<file path="src/rtl/core/bb3_pkg.sv">
`timescale 1ns / 1ps

package bb3_pkg;

    // Frame limits and the widths that follow from them.
    localparam int MAX_WIDTH  = 1024;
    localparam int MAX_HEIGHT = 4096;
    localparam int COL_W      = $clog2(MAX_WIDTH);
    localparam int OUT_ROW_W  = $clog2(MAX_HEIGHT);
    localparam int WID_W      = $clog2(MAX_WIDTH + 1);
    localparam int HGT_W      = $clog2(MAX_HEIGHT + 1);

    // Register port.
    localparam int CFG_WID_W = 11;
    localparam int CFG_HGT_W = 13;
    localparam int PADDR_W   = 3;
    localparam int PDATA_W   = 32;
    localparam int REG_SEL_LSB = 2;
    localparam logic REG_FRAME_WIDTH  = 1'b0;
    localparam logic REG_FRAME_HEIGHT = 1'b1;
    localparam logic [CFG_WID_W-1:0] WIDTH_RESET  = CFG_WID_W'(640);
    localparam logic [CFG_HGT_W-1:0] HEIGHT_RESET = CFG_HGT_W'(480);

    // Queue between the front and the back.
    localparam int QUEUE_DEPTH = 4;
    localparam int QPTR_W      = $clog2(QUEUE_DEPTH);
    localparam int QCNT_W      = $clog2(QUEUE_DEPTH + 1);

    // Arithmetic widths.
    localparam int CHAN_W      = 8;
    localparam int ROW_SUM_W   = 10;
    localparam int SUM_W       = 12;
    localparam int RECIP_SHIFT = 16;
    localparam int RECIP_W     = RECIP_SHIFT + 1;
    localparam int PROD_W      = SUM_W + RECIP_W;

    // Rounded-up reciprocals; exact for every sum of up to nine 8-bit values.
    localparam int RECIP_D1 = 2 ** RECIP_SHIFT;
    localparam int RECIP_D2 = (2 ** RECIP_SHIFT + 1) / 2;
    localparam int RECIP_D3 = (2 ** RECIP_SHIFT + 2) / 3;
    localparam int RECIP_D4 = (2 ** RECIP_SHIFT + 3) / 4;
    localparam int RECIP_D6 = (2 ** RECIP_SHIFT + 5) / 6;
    localparam int RECIP_D9 = (2 ** RECIP_SHIFT + 8) / 9;

    typedef struct packed {
        logic [CHAN_W-1:0] red;
        logic [CHAN_W-1:0] green;
        logic [CHAN_W-1:0] blue;
    } t_pix;

    typedef struct packed {
        t_pix upper;
        t_pix middle;
    } t_line_pair;

    typedef struct packed {
        logic row_top;
        logic row_bot;
        logic col_lft;
        logic col_rgt;
        logic last;
    } t_edge;

    // Window rows run top to bottom, columns left to right.
    typedef struct packed {
        t_pix [2:0][2:0] win;
        t_edge           edges;
    } t_win_item;

    function automatic logic [RECIP_W-1:0] f_recip(input logic [3:0] cnt);
        logic [RECIP_W-1:0] m;
        unique case (cnt)
            4'd1:    m = RECIP_W'(RECIP_D1);
            4'd2:    m = RECIP_W'(RECIP_D2);
            4'd3:    m = RECIP_W'(RECIP_D3);
            4'd4:    m = RECIP_W'(RECIP_D4);
            4'd6:    m = RECIP_W'(RECIP_D6);
            4'd9:    m = RECIP_W'(RECIP_D9);
            default: m = RECIP_W'(RECIP_D1);
        endcase
        return m;
    endfunction

endpackage

</file>
<file path="src/rtl/core/bb3_fifo.sv">
`timescale 1ns / 1ps

module bb3_fifo (
    input  logic                        i_clk,
    input  logic                        i_rst_n,
    input  logic                        i_push,
    input  bb3_pkg::t_win_item          i_item,
    input  logic                        i_pop,
    output bb3_pkg::t_win_item          o_item,
    output logic                        o_empty,
    output logic [bb3_pkg::QCNT_W-1:0]  o_count
);
    import bb3_pkg::*;

    t_win_item         r_mem [QUEUE_DEPTH];
    logic [QPTR_W-1:0] r_wp, r_rp;
    logic [QCNT_W-1:0] r_count;

    function automatic logic [QPTR_W-1:0] f_next(input logic [QPTR_W-1:0] p);
        return (p == QPTR_W'(QUEUE_DEPTH - 1)) ? '0 : p + QPTR_W'(1);
    endfunction

    always_ff @(posedge i_clk) begin
        if (!i_rst_n) begin
            r_wp    <= '0;
            r_rp    <= '0;
            r_count <= '0;
        end else begin
            if (i_push) begin
                r_wp <= f_next(r_wp);
            end
            if (i_pop) begin
                r_rp <= f_next(r_rp);
            end
            unique case ({i_push, i_pop})
                2'b10:   r_count <= r_count + QCNT_W'(1);
                2'b01:   r_count <= r_count - QCNT_W'(1);
                default: r_count <= r_count;
            endcase
        end
    end

    always_ff @(posedge i_clk) begin
        if (i_push) begin
            r_mem[r_wp] <= i_item;
        end
    end

    assign o_item  = r_mem[r_rp];
    assign o_empty = r_count == '0;
    assign o_count = r_count;

    a_no_overflow: assert property (@(posedge i_clk) disable iff (!i_rst_n)
        i_push |-> (r_count != QCNT_W'(QUEUE_DEPTH)))
        else $error("window queue written while full");

    a_no_underflow: assert property (@(posedge i_clk) disable iff (!i_rst_n)
        i_pop |-> !o_empty)
        else $error("window queue read while empty");

endmodule

</file>
<file path="config.mk">
export PLATFORM = sky130hd
export DESIGN_NAME = bb3_fifo
export DESIGN_NICKNAME = d
export VERILOG_FILES = /design/src/rtl/core/bb3_pkg.sv /design/src/rtl/core/bb3_fifo.sv
export SDC_FILE = /design/constraint.sdc
export NUM_CORES = 1
export LEC_CHECK = 0
export BUFFER_PORTS_ARGS = -buffer_cell sky130_fd_sc_hd__buf_2
export CAP_MARGIN = 20
export CORE_MARGIN = 2
export CORE_UTILIZATION = 35
export CTS_BUF_LIST = sky130_fd_sc_hd__clkbuf_8
export DETAILED_ROUTE_END_ITERATION = 10
export GPL_TIMING_DRIVEN = 0
export SYNTH_ARGS = -nofsm -noshare
export SYNTH_HDL_FRONTEND = slang
export SYNTH_SLANG_ARGS = --single-unit
</file>
<file path="constraint.sdc">
create_clock -name i_clk -period 7.3 [get_ports i_clk]
set_clock_uncertainty 0.15 [all_clocks]
set_input_delay 1.46 -clock i_clk [delete_from_list [all_inputs] [get_ports i_clk]]
set_output_delay 1.46 -clock i_clk [all_outputs]
set_load 0.03 [all_outputs]
</file>
# Word-level counts from Yosys, hierarchy flattened
# Memory sizes are Yosys's and may differ from the RTL's. A register that Yosys moved wholly into a read port is not among the register bits.
# Index checks and enable logic that the tools add are counted.
# word_totals
input_bits	225
reg_bits	7
elab_cells	21
memories	1
mem_bits_rw	884
# classes
muxes	7
eq_ne	4
add_sub_neg	4
reduce_logical	2
# mem_list
name	depth	width	read_ports	rd_ports_with_merged_regs	write_ports	line_no	text
r_mem	4	221	1	1	1	bb3_fifo.sv:15	t_win_item r_mem [QUEUE_DEPTH];
# ops
operator	count
$mux 2	4
$eq 2x2->1 const B	3
$pmux 3 s2	1
$add 2x1->2 const B	2
$add 3x1->3 const B	1
$logic_not 3->1	1
$sub 3x1->3 const B	1
$eq 2x1->1 const B	1
$mux 1	2
$reduce_bool 2->1	1

# Longest topological paths before layout
# depth
word_depth	4
ltp_mapped	7

# Worst setup path before layout
# OpenSTA, ideal clock, no wires.
# synth_path
path_type	input -> register
startpoint	input i_push
endpoint	memory r_mem[0][0] (netlist name), enable pin
path_slack_ns	0.076
path_stages	1
setup_ns	0.608
arrival_ns	6.466
n_path_buf	0
cell_sequence	and2_1
# synth_via
elab_chain_cells	2
# synth_rtl
element	line_no	text
start, declared	bb3_fifo.sv:6	input logic i_push,
$mux 1	bb3_fifo.sv:44	if (i_push) begin
$mux 1 (implied by the code)	bb3_fifo.sv:45	r_mem[r_wp] <= i_item;
end, declared	bb3_fifo.sv:15	
# Every way passes these cells.

==> impl_metrics.env <==
export IMPL_outcome="finished clean"
export IMPL_clk_latency_ns=0.78
export IMPL_placed_cell_area_um2=36800
export IMPL_crit_path_max_fanout=10
export IMPL_synth_edf_count=884
export IMPL_synthArstFlopShare_pct=0
export IMPL_dieArea_um2=95500
export IMPL_post_cts_buffers=0
export IMPL_rows=111
export IMPL_vias=14900
export IMPL_path_cells="buf_2 -> clkbuf_1 -> buf_8 -> buf_2 -> mux4_2 -> buf_2"
export IMPL_fp_dieW_um=309
export IMPL_finalSetupTns_ns=0
export IMPL_io_buffer_count=449
export IMPL_yosysTopAreaCell="edfxtp_1"
export IMPL_synth_seq_cells=893
export IMPL_yosysWarnings=0
export IMPL_die_y_um=309
export IMPL_start_util_pct=35.4
export IMPL_ys_top_cells_by_area="edfxtp_1 82%, mux4_2 15%, buf_12 1.3%"
export IMPL_drv_cap=0
export IMPL_gp_congestion=0.712
export IMPL_root_buffer="clkbuf_8"
export IMPL_grt_setup_unrepaired="no"
export IMPL_cts_inserted_buffers=148
export IMPL_grt_usage_pct=14.3
export IMPL_path_common_cell="buf_2"
export IMPL_multiInputGateArea_um2=5240
export IMPL_synth_cell_types=24
export IMPL_finalCritPeriodShare_pct=60.5
export IMPL_hold_path_class="reg -> reg"
export IMPL_p_per_area_nw_per_um2=280
export IMPL_seq_area_frac_synth_pct=82.1
export IMPL_arrival_ns=2.81
export IMPL_grt_pass1_wl_mm=100
export IMPL_worst_setup_path_start_kind="register"
export IMPL_p_total_uw=11100
export IMPL_fin_crit_ns=4.42
export IMPL_path_buf_inv=5
export IMPL_slowest_delay_ns=0.38
export IMPL_crit_slowest_cell="mux4_2"
export IMPL_netlist_instances=1201
export IMPL_initialDrtViolationCount=882
export IMPL_route_detailed_drc=0
export IMPL_nFillCells=8064
export IMPL_antenna_found_initial=19
export IMPL_ant_nets=0
export IMPL_cts_resized=0
export IMPL_seq_area_um2=26700
export IMPL_routed_wl_mm=68.0
export IMPL_grt_overflow=0
export IMPL_cts_sinks=893
export IMPL_postCtsHoldBufs=0
export IMPL_drive_above_1_share_pct=47.4
export IMPL_synthesis_nets=1433
export IMPL_hold_ws_ns=0.368
export IMPL_critPathKind="reg -> out"
export IMPL_grt_pass1_vias=16100
export IMPL_clockBufferDepth=3
export IMPL_final_max_slew_viol_count=0
export IMPL_synthFlopType="edfxtp_1"
export IMPL_cts_clk_slew_worst_paths_ns=0.05
export IMPL_final_util_pct=43.0
export IMPL_leakage_uw=0.0133
export IMPL_final_nets=2049
export IMPL_ios=450
export IMPL_final_cell_area_um2=39500
export IMPL_ir_drop_mv=0.217
export IMPL_crit_path_end_kind="primary output"
export IMPL_drt_pass1_iter_count=4
export IMPL_max_freq_mhz=226
export IMPL_avgSynthCellArea_um2=27.1
export IMPL_coreArea_um2=91900
export IMPL_syn_cell_area_um2=32600
export IMPL_worstPathRequired_ns=5.69
export IMPL_yosys_area_top_type_share_pct=81.5
export IMPL_slew_headroom_pct=42.3
export IMPL_grt_max_degree=55
export IMPL_yosysMostFrequentCell="edfxtp_1"
export IMPL_syn2layout_area_growth_pct=21.3
export IMPL_crit_family="buffers and inverters"
export IMPL_worst_pin_slew_ns=0.866
export IMPL_synth_common_cells="884 x edfxtp_1, 221 x mux4_2, 21 x buf_12, 21 x buf_2, 9 x dfxtp_1"
export IMPL_setup_violations=0
export IMPL_via_per_inst=4.68
export IMPL_hold_viol_final=0
export IMPL_cts_tree="yes"
export IMPL_hpwlAfterDp_mm=43.0
export IMPL_htree_num_levels=4
export IMPL_wl_per_cell_um=21.4
where the power goes:
group          total [uW]  switching, uW  internal, uW
clock                3940           1930          2010
sequential           5900           40.4          5860
combinational        1230            782           450
total               11100           2750          8320
flip-flops by register name (all words and copies together) (netlist names), named ones only:
signal,flops
r_wp,2
r_mem,884
r_rp,2
o_count,3
per-stage QoR:
step / setup slack [ns] / cells
6_report: 2.88 / 3179
5_1_grt: 2.72 / 3175
4_1_cts: 2.73 / 3174
3_5_place_dp: 3.38 / 2910
3_3_place_gp: -4.63 / 2893
2_1_floorplan: 0.0761 / 1201
layout by cell type, fill, tap and decap left out, types with 5 or more instances in the layout:
master	count
buf_2	470
mux4_2	221
buf_16	16
clkinv_1	34
clkbuf_8	148
clkinvlp_4	6
dfxtp_1	9
ha_1	6
clkinv_2	13
edfxtp_1	884
inv_1	57
buf_12	21
diode_2	5
kinds of logic (layout without fill, tap and decap cells):
family	count (synthesis)	count (layout)	share of synthesized area [%]
flip-flops	893	893	82.1
multiplexers	223	223	15.4
buffers and inverters	56	786	1.83
AND/OR/NAND/NOR	15	15	0.284
adder cells (fa/ha/maj)	7	7	0.292
AO/OA/AOI/OAI	5	5	0.0922
XOR/XNOR	2	2	0.0538
other	0	5	0
worst reg2reg max path, stage by stage (launching register included):
cell and delay (ns):
dfxtp_1 0.40, ha_1 0.19, and2_4 0.58, buf_16 0.34, buf_16 0.32, buf_16 0.34
final timing paths:
path	to	from	slack [ns]	depth (start not counted)
max	o_item[37]	register	2.88	6
min	o_count[2]	o_count[2]	0.37	2
max reg2reg	r_mem[3][156]	r_wp[0]	4.56	5
min reg2reg	o_count[2]	o_count[2]	0.37	2
routing by layer:
layer | track usage, % | routed length [um] | vias to the layer above
li1 | - | - | 6506
met1 | 16.5 | 26000 | 7722
met2 | 23.0 | 33600 | 485
met3 | 6.91 | 6840 | 133
met4 | 5.08 | 1320 | 32
met5 | 0 | 212 | -
final cells by class:
class | count | share of cell area [%]
clock buffer | 148 | 5.16
clock inverter | 116 | 1.58
timing repair buffer | 466 | 6.84
buffer | 50 | 1.45
antenna | 5 | 0.0317
inverter | 6 | 0.0570
multi-input combinational | 252 | 13.3
sequential | 893 | 67.7
tap | 1243 | 3.94
(Power assumes the default switching activity.)
