<file path="src/rtl/core/bb3_pkg.sv">
`timescale 1ns / 1ps

package bb3_pkg;

    // Frame limits and the widths that follow from them.
    localparam int MAX_WIDTH  = 1024;
    localparam int MAX_HEIGHT = 4096;
    localparam int COL_W      = $clog2(MAX_WIDTH);
    localparam int OUT_ROW_W  = $clog2(MAX_HEIGHT);
    localparam int WID_W      = $clog2(MAX_WIDTH + 1);
    localparam int HGT_W      = $clog2(MAX_HEIGHT + 1);

    // Register port.
    localparam int CFG_WID_W = 11;
    localparam int CFG_HGT_W = 13;
    localparam int PADDR_W   = 3;
    localparam int PDATA_W   = 32;
    localparam int REG_SEL_LSB = 2;
    localparam logic REG_FRAME_WIDTH  = 1'b0;
    localparam logic REG_FRAME_HEIGHT = 1'b1;
    localparam logic [CFG_WID_W-1:0] WIDTH_RESET  = CFG_WID_W'(640);
    localparam logic [CFG_HGT_W-1:0] HEIGHT_RESET = CFG_HGT_W'(480);

    // Queue between the front and the back.
    localparam int QUEUE_DEPTH = 4;
    localparam int QPTR_W      = $clog2(QUEUE_DEPTH);
    localparam int QCNT_W      = $clog2(QUEUE_DEPTH + 1);

    // Arithmetic widths.
    localparam int CHAN_W      = 8;
    localparam int ROW_SUM_W   = 10;
    localparam int SUM_W       = 12;
    localparam int RECIP_SHIFT = 16;
    localparam int RECIP_W     = RECIP_SHIFT + 1;
    localparam int PROD_W      = SUM_W + RECIP_W;

    // Rounded-up reciprocals; exact for every sum of up to nine 8-bit values.
    localparam int RECIP_D1 = 2 ** RECIP_SHIFT;
    localparam int RECIP_D2 = (2 ** RECIP_SHIFT + 1) / 2;
    localparam int RECIP_D3 = (2 ** RECIP_SHIFT + 2) / 3;
    localparam int RECIP_D4 = (2 ** RECIP_SHIFT + 3) / 4;
    localparam int RECIP_D6 = (2 ** RECIP_SHIFT + 5) / 6;
    localparam int RECIP_D9 = (2 ** RECIP_SHIFT + 8) / 9;

    typedef struct packed {
        logic [CHAN_W-1:0] red;
        logic [CHAN_W-1:0] green;
        logic [CHAN_W-1:0] blue;
    } t_pix;

    typedef struct packed {
        t_pix upper;
        t_pix middle;
    } t_line_pair;

    typedef struct packed {
        logic row_top;
        logic row_bot;
        logic col_lft;
        logic col_rgt;
        logic last;
    } t_edge;

    // Window rows run top to bottom, columns left to right.
    typedef struct packed {
        t_pix [2:0][2:0] win;
        t_edge           edges;
    } t_win_item;

    function automatic logic [RECIP_W-1:0] f_recip(input logic [3:0] cnt);
        logic [RECIP_W-1:0] m;
        unique case (cnt)
            4'd1:    m = RECIP_W'(RECIP_D1);
            4'd2:    m = RECIP_W'(RECIP_D2);
            4'd3:    m = RECIP_W'(RECIP_D3);
            4'd4:    m = RECIP_W'(RECIP_D4);
            4'd6:    m = RECIP_W'(RECIP_D6);
            4'd9:    m = RECIP_W'(RECIP_D9);
            default: m = RECIP_W'(RECIP_D1);
        endcase
        return m;
    endfunction

endpackage

</file>
<file path="src/rtl/core/bb3_back.sv">
`timescale 1ns / 1ps

module bb3_back (
    input  logic               i_clk,
    input  logic               i_rst_n,
    input  bb3_pkg::t_win_item i_q_item,
    input  logic               i_q_empty,
    output logic               o_q_pop,
    output bb3_pkg::t_pix      o_pix,
    output logic               o_last,
    output logic               o_empty,
    input  logic               i_pop
);
    import bb3_pkg::*;

    logic [2:0] row_ok, col_ok;
    logic [1:0] rows_n, cols_n;
    logic [3:0] cnt;

    logic [2:0][2:0][ROW_SUM_W-1:0] n_rsum, r_b1_rsum;   // [channel][row]
    logic [RECIP_W-1:0]             r_b1_recip;
    logic                           r_b1_last, r_b1_v;

    logic [2:0][SUM_W-1:0]          n_total, r_b2_total;
    logic [RECIP_W-1:0]             r_b2_recip;
    logic                           r_b2_last, r_b2_v;

    logic [2:0][PROD_W-1:0]         prod;
    logic [2:0][CHAN_W-1:0]         quot;
    t_pix                           r_b3_pix;
    logic                           r_b3_last, r_b3_v;

    logic b1_rdy, b2_rdy, b3_rdy;

    assign row_ok = {i_q_item.edges.row_bot, 1'b1, i_q_item.edges.row_top};
    assign col_ok = {i_q_item.edges.col_rgt, 1'b1, i_q_item.edges.col_lft};
    assign rows_n = 2'd1 + {1'b0, i_q_item.edges.row_top} + {1'b0, i_q_item.edges.row_bot};
    assign cols_n = 2'd1 + {1'b0, i_q_item.edges.col_lft} + {1'b0, i_q_item.edges.col_rgt};
    assign cnt    = 4'(rows_n) * 4'(cols_n);

    // Channel 0 is blue, 1 green, 2 red, as packed in a pixel.
    always_comb begin
        for (int ch = 0; ch < 3; ch++) begin
            for (int r = 0; r < 3; r++) begin
                n_rsum[ch][r] = '0;
                for (int c = 0; c < 3; c++) begin
                    if (row_ok[r] && col_ok[c]) begin
                        n_rsum[ch][r] = n_rsum[ch][r]
                            + ROW_SUM_W'(i_q_item.win[r][c][CHAN_W*ch +: CHAN_W]);
                    end
                end
            end
        end
    end

    always_comb begin
        for (int ch = 0; ch < 3; ch++) begin
            n_total[ch] = SUM_W'(r_b1_rsum[ch][0]) + SUM_W'(r_b1_rsum[ch][1])
                        + SUM_W'(r_b1_rsum[ch][2]);
        end
    end

    // Divide by the neighbor count as a multiply by its reciprocal.
    always_comb begin
        for (int ch = 0; ch < 3; ch++) begin
            prod[ch] = PROD_W'(r_b2_total[ch]) * PROD_W'(r_b2_recip);
            quot[ch] = prod[ch][RECIP_SHIFT +: CHAN_W];
        end
    end

    assign b3_rdy  = !r_b3_v || i_pop;
    assign b2_rdy  = !r_b2_v || b3_rdy;
    assign b1_rdy  = !r_b1_v || b2_rdy;
    assign o_q_pop = !i_q_empty && b1_rdy;

    always_ff @(posedge i_clk) begin
        if (!i_rst_n) begin
            r_b1_v <= 1'b0;
            r_b2_v <= 1'b0;
            r_b3_v <= 1'b0;
        end else begin
            if (b1_rdy) begin
                r_b1_v <= !i_q_empty;
            end
            if (b2_rdy) begin
                r_b2_v <= r_b1_v;
            end
            if (b3_rdy) begin
                r_b3_v <= r_b2_v;
            end
        end
    end

    always_ff @(posedge i_clk) begin
        if (b1_rdy) begin
            r_b1_rsum  <= n_rsum;
            r_b1_recip <= f_recip(cnt);
            r_b1_last  <= i_q_item.edges.last;
        end
        if (b2_rdy) begin
            r_b2_total <= n_total;
            r_b2_recip <= r_b1_recip;
            r_b2_last  <= r_b1_last;
        end
        if (b3_rdy) begin
            r_b3_pix  <= t_pix'(quot);
            r_b3_last <= r_b2_last;
        end
    end

    assign o_pix   = r_b3_pix;
    assign o_last  = r_b3_last;
    assign o_empty = !r_b3_v;

endmodule
</file>
<file path="config.mk">
export PLATFORM = sky130hd
export DESIGN_NAME = bb3_back
export DESIGN_NICKNAME = d
export VERILOG_FILES = /design/src/rtl/core/bb3_pkg.sv /design/src/rtl/core/bb3_back.sv
export SDC_FILE = /design/constraint.sdc
export NUM_CORES = 2
export LEC_CHECK = 0
export ABC_AREA = 1
export BUFFER_PORTS_ARGS = -buffer_cell sky130_fd_sc_hd__buf_2
export CORE_MARGIN = 3
export CORE_UTILIZATION = 57
export DETAILED_ROUTE_END_ITERATION = 16
export GPL_ROUTABILITY_DRIVEN = 1
export PLACE_DENSITY_LB_ADDON = 0.15
export SETUP_SLACK_MARGIN = 0.05
export SLEW_MARGIN = 10
export SYNTH_ARGS = -nofsm -noshare
export SYNTH_HDL_FRONTEND = slang
export SYNTH_SLANG_ARGS = --single-unit
</file>
<file path="constraint.sdc">
create_clock -name i_clk -period 7.3 [get_ports i_clk]
set_clock_uncertainty 0.15 [all_clocks]
set_input_delay 2.19 -clock i_clk [delete_from_list [all_inputs] [get_ports i_clk]]
set_output_delay 2.19 -clock i_clk [all_outputs]
set_load 0.01 [all_outputs]
</file>
* Yosys cells after proc, flatten, opt, wreduce, memory -nomap -nowiden
Cells that the tools add are included.
** Word-level totals
- Memories :: 0
- Bits in latches :: 0
- Logic and storage cells :: 97
- Bits in writable memories :: 0
- Bits of input ports :: 225
- Bits in read-only memories :: 0
- Output and inout port bits :: 27
- Flip-flop bits (word level) :: 190
** Cells by class
- Div/mod/pow operators :: 0
- Bitwise operators :: 0
- Reduce and logical (&&, ||, !) cells :: 12
- Equal/unequal tests :: 5
- Add/subtract/negate cells :: 28
- Shift operators :: 0
- Magnitude comparators :: 0
- $mul :: 4
- Multiplexer cells :: 25
** Operators with widths (count)
- $add A10 B8 Y10 :: 17
- $mux W10 :: 14
- $pmux W17 S5 :: 1
- $mul A12 B17 Y24 :: 3
- $mux W8 :: 9
- $add A11 B10 Y12 :: 3
- $add A10 B10 Y11 :: 3
- $add A8 B8 Y9 :: 1
- $mux W9 :: 1
- $eq A4 B2 Y1 const B :: 2
- $eq A4 B3 Y1 const B :: 2
- $logic_and A1 B1 Y1 :: 5
- $add A1 B1 Y2 const A :: 2
- $add A2 B1 Y2 :: 2
- $eq A4 B4 Y1 const B :: 1
- $logic_not A1 Y1 :: 4
- $mul A2 B2 Y4 :: 1
- $logic_or A1 B1 Y1 :: 3

* Logic depth before layout (Yosys ltp)
- Depth in word-level cells :: 6
- Gate-level depth with buffers :: 25
- Gate-level depth less buffers :: 23

* Least setup slack after synthesis
OpenSTA, ideal clock, no wires.
- Path kind :: input to output
- From :: input i_pop
- To :: output o_q_pop
- Arrival time :: 5.141 ns
- Path buffers :: 0
- Slack :: -0.181 ns
- Required time :: 4.960 ns
- Stages on the path :: 5
- Path through :: or2_2 > nor2_1 > nand2_1 > nand2_1 > inv_1
** Between the ends
- Word-level cells in the longest chain between the ends :: 4
** RTL lines
- from (decl) :: RTL line bb3_back.sv:12 : input logic i_pop
- $logic_or A1 B1 Y1 :: RTL line bb3_back.sv:71 : assign b3_rdy = !r_b3_v || i_pop;
- $logic_or A1 B1 Y1 :: RTL line bb3_back.sv:72 : assign b2_rdy = !r_b2_v || b3_rdy;
- $logic_or A1 B1 Y1 :: RTL line bb3_back.sv:73 : assign b1_rdy = !r_b1_v || b2_rdy;
- $logic_and A1 B1 Y1 :: RTL line bb3_back.sv:74 : assign o_q_pop = !i_q_empty && b1_rdy;
- to (decl) :: RTL line bb3_back.sv:8 : output logic o_q_pop,
No other way between the ends.

* Worst setup path after layout
- From :: input i_pop
- To :: output o_q_pop
** Between the ends
- Word-level cells in the longest chain between the ends :: 4
** RTL lines
- $logic_or A1 B1 Y1 :: RTL line bb3_back.sv:71
- named net b3_rdy :: RTL line bb3_back.sv:33 : logic b1_rdy, b2_rdy, b3_rdy;
- $logic_or A1 B1 Y1 :: RTL line bb3_back.sv:72
- $logic_or A1 B1 Y1 :: RTL line bb3_back.sv:73
- $logic_and A1 B1 Y1 :: RTL line bb3_back.sv:74
The timed path passes the listed nets, and every way through them passes these cells.

==> results.sh <==
export IMPL_cp_slowest_cell="or2_2"
export IMPL_arrival_ns=3.78
export IMPL_ant_nets=0
export IMPL_syn_avg_cell_area_um2=7.76
export IMPL_met1Wirelength_um=32500
export IMPL_synth_top_cell_by_area="fa_1"
export IMPL_antenna_found_initial=0
export IMPL_cts_setup_buffers=0
export IMPL_numCtsBuffers=17
export IMPL_pin_count=252
export IMPL_core_area_um2=52700
export IMPL_die_h_um=237
export IMPL_cp_end_kind="output port"
export IMPL_wl_per_cell_um=15.1
export IMPL_fin_cells=4824
export IMPL_cpMostUsedCell="buf_2"
export IMPL_r2r_end="o_pix[7]$_DFFE_PP_"
export IMPL_slew_headroom_pct=30.6
export IMPL_path_cells="buf_2 -> or2_2 -> nor2_1 -> nand2_4 -> nand2_1 -> inv_1 -> buf_2"
export IMPL_reg2reg_slack_ns=1.34
export IMPL_area_growth_pct=8.11
export IMPL_drv_cap=0
export IMPL_ctsHtreeMaxLevel=4
export IMPL_cts_tree="built"
export IMPL_place_gp_congestion=0.955
export IMPL_yosysMostFrequentCell="inv_1"
export IMPL_combPwrFrac_pct=73.7
export IMPL_switching_share_pct=53.3
export IMPL_grt_pass1_vias=24400
export IMPL_critPathMaxFanout=27
export IMPL_die_area_um2=56100
export IMPL_status="completed"
export IMPL_seq_power_share_pct=17.7
export IMPL_synth_top_cell_area_share_pct=28.1
export IMPL_synth_top_cells_by_area="fa_1 (28%), edfxtp_1 (17%), inv_1 (13%), ha_1 (13%), nand2_1 (12%)"
export IMPL_dp_cells=4791
export IMPL_dp_hpwl_um=62700
export IMPL_hp_start="r_b2_last$_DFFE_PP_"
export IMPL_holdPathStages=0
export IMPL_highest_layer="met4"
export IMPL_avgViaCountPerCell=5.13
export IMPL_drc_errors=0
export IMPL_synth_edff_count=169
export IMPL_register_area_um2=5130
export IMPL_cts_hold_buf=0
export IMPL_p_leak_nw=19.2
export IMPL_hold_viol=0
export IMPL_clkSlewWorstSetupHoldPaths_ns=0.07
export IMPL_min_to="o_last$_DFFE_PP_"
export IMPL_drtIter0Drc=1520
export IMPL_nets=5078
export IMPL_power_share_clock_pct=8.6
export IMPL_ir_drop_v=0.000228
export IMPL_p_switching_mw=5.66
export IMPL_num_rows=84
export IMPL_synth_seq_area_share_pct=16.9
export IMPL_reg2reg_from="r_b2_recip[13]$_DFFE_PP_"
export IMPL_grt_start_max_net_pins=79
export IMPL_clockBufferDepth=2
export IMPL_yosysWarningCount=0
export IMPL_p_int_mw=4.96
export IMPL_power_density_nw_per_um2=323
export IMPL_tns_ns=0
export IMPL_critPathMaxStageDelay_ns=0.58
export IMPL_required_ns=4.96
export IMPL_grt_pass1_wl_um=121000
export IMPL_timing_final_crit_period_ns=6.12
export IMPL_synthesis_area_um2=30400
export IMPL_clkSinkCount=172
export IMPL_critical_path_class="input pin to output port"
export IMPL_start_util_pct=57.7
export IMPL_cts_resized=0
export IMPL_wl_um=72800
export IMPL_ys_ff_latch=172
export IMPL_synth_cells=3915
export IMPL_overflow=0
export IMPL_multi_input_area_um2=21100
export IMPL_port_buffers=251
export IMPL_dr_wl_met3_um=4660
export IMPL_n_fill_cell=4770
export IMPL_setup_violations=0
export IMPL_syn_nets=4871
export IMPL_synth_common_cells="inv_1 (1021), nand2_1 (951), fa_1 (426)"
export IMPL_root_buffer="clkbuf_16"
export IMPL_fin_crit_sh_pct=83.8
export IMPL_synth_distinct_cells=42
export IMPL_layout_drive_gt1_share_pct=7.86
export IMPL_vias=24800
export IMPL_r2r_cells=20
export IMPL_rsz0062_at_grt="no"
export IMPL_synth_async_reset_ratio_pct=0
export IMPL_grt_use_total_pct=26.8
export IMPL_fmax_mhz=163
export IMPL_ys_dominant_reg_cell="edfxtp_1"
export IMPL_chipWidth_um=237
export IMPL_setup_worst_path_start_class="input pin"
export IMPL_hold_path_class="register to register"
export IMPL_worst_slew_pin_transition_ns=1.04
export IMPL_wl_met2_um=33700
export IMPL_first_pass_iters=6
export IMPL_insertion_delay_ns=0.46
export IMPL_report_final_slew_viol_count=0
[critical path, delay by kind of cell]
family | cells | cell delay [ns]
simple gates | 4 | 1.33
buf+inv | 3 | 0.26
[cells by family after synthesis]
family                     share of synthesized area (%)
DFF                                                 16.9
adders and majority gates                           40.6
buffers and inverters                               13.7
and+or+nand+nor                                     19.7
AOI/OAI and AO/OA                                   7.01
xor gates and xnor gates                            2.02
[metal layers]
layer	vias up	track usage (%)
met4	0	7.66
met5	-	0
li1	12400	-
met3	86	3.90
met1	11500	37.5
met2	761	43.6
[layout by cell type, fill, tap and decap left out, types with 2 or more instances in the layout]
cell and count:
inv_1 1020, nand2_1 950, fa_1 426, ha_1 305, buf_2 251, nor2_1 209, a21oi_1 191, edfxtp_1 169
nand3_1 148, o21ai_0 116, nand4_1 60, xor2_1 41, xnor2_1 29, nor3_1 28, o21bai_1 18, nand2_2 18
clkbuf_16 17, buf_4 14, a21o_1 13, and2_1 12, a31oi_1 11, nand3b_1 10, o21a_1 10, o22ai_1 8
a21boi_0 7, or2_2 6, o211ai_1 5, o21ai_1 4, inv_8 4, nor4_1 3, nand2_4 3, o311ai_0 3
clkinv_1 3, clkinv_4 3, dfxtp_1 3, inv_2 2, nor2_4 2, a211oi_1 2, clkbuf_1 2, inv_6 2
[layout make-up]
type | count | area share [%]
Antenna cell | 1 | 0.00762
Sequential cell | 172 | 15.6
Timing Repair Buffer | 265 | 4.14
Clock buffer | 19 | 1.32
Tap cell | 688 | 2.62
Clock inverter | 13 | 0.407
Multi-Input combinational cell | 2643 | 64.2
Inverter | 1023 | 11.7
[stage by stage]
step | instance area [um^2] | hold slack (ns) | util, % | setup WS, ns | total power [mW]
after global placement | 32300 | 0.251 | 61.3 | 1.12 | 9.50
after detailed placement | 32300 | 0.255 | 61.3 | 1.11 | 9.65
after floorplan | 30400 | 0.250 | - | 0.721 | 7.68
final | 32900 | 0.269 | 62.4 | 1.18 | 10.6
after global routing | 32900 | 0.278 | 62.4 | 0.975 | 12.0
after CTS | 32900 | 0.271 | 62.4 | 1.10 | 10.6
[power groups by stage]
| stage | logic, mW | registers, mW | clock network (mW) |
|---|---|---|---|
| after floorplan | 5.99 | 1.69 | 0 |
| after global placement | 7.61 | 1.89 | 0 |
| after detailed placement | 7.76 | 1.89 | 0 |
| after CTS | 7.83 | 1.87 | 0.925 |
| after global routing | 9.12 | 1.92 | 0.961 |
| final | 7.83 | 1.88 | 0.911 |
[sequential cells by signal, summed over array words and instances (netlist names)]
name	count
r_b2_recip	8
r_b2_v	1
r_b1_rsum	90
r_b1_recip	8
r_b1_last	1
o_pix	24
o_last	1
r_b1_v	1
r_b3_v	1
r_b2_total	36
r_b2_last	1
[worst max-delay path by stage]
stage / startpoint / endpoint / slack [ns]
floorplan: i_pop / o_q_pop / 0.72
global placement: i_pop / o_q_pop / 1.12
detailed placement: i_pop / o_q_pop / 1.11
CTS: i_pop / o_q_pop / 1.10
global route: i_pop / o_q_pop / 0.98
finish: i_pop / o_q_pop / 1.18
Power figures use the tool's default switching activity.
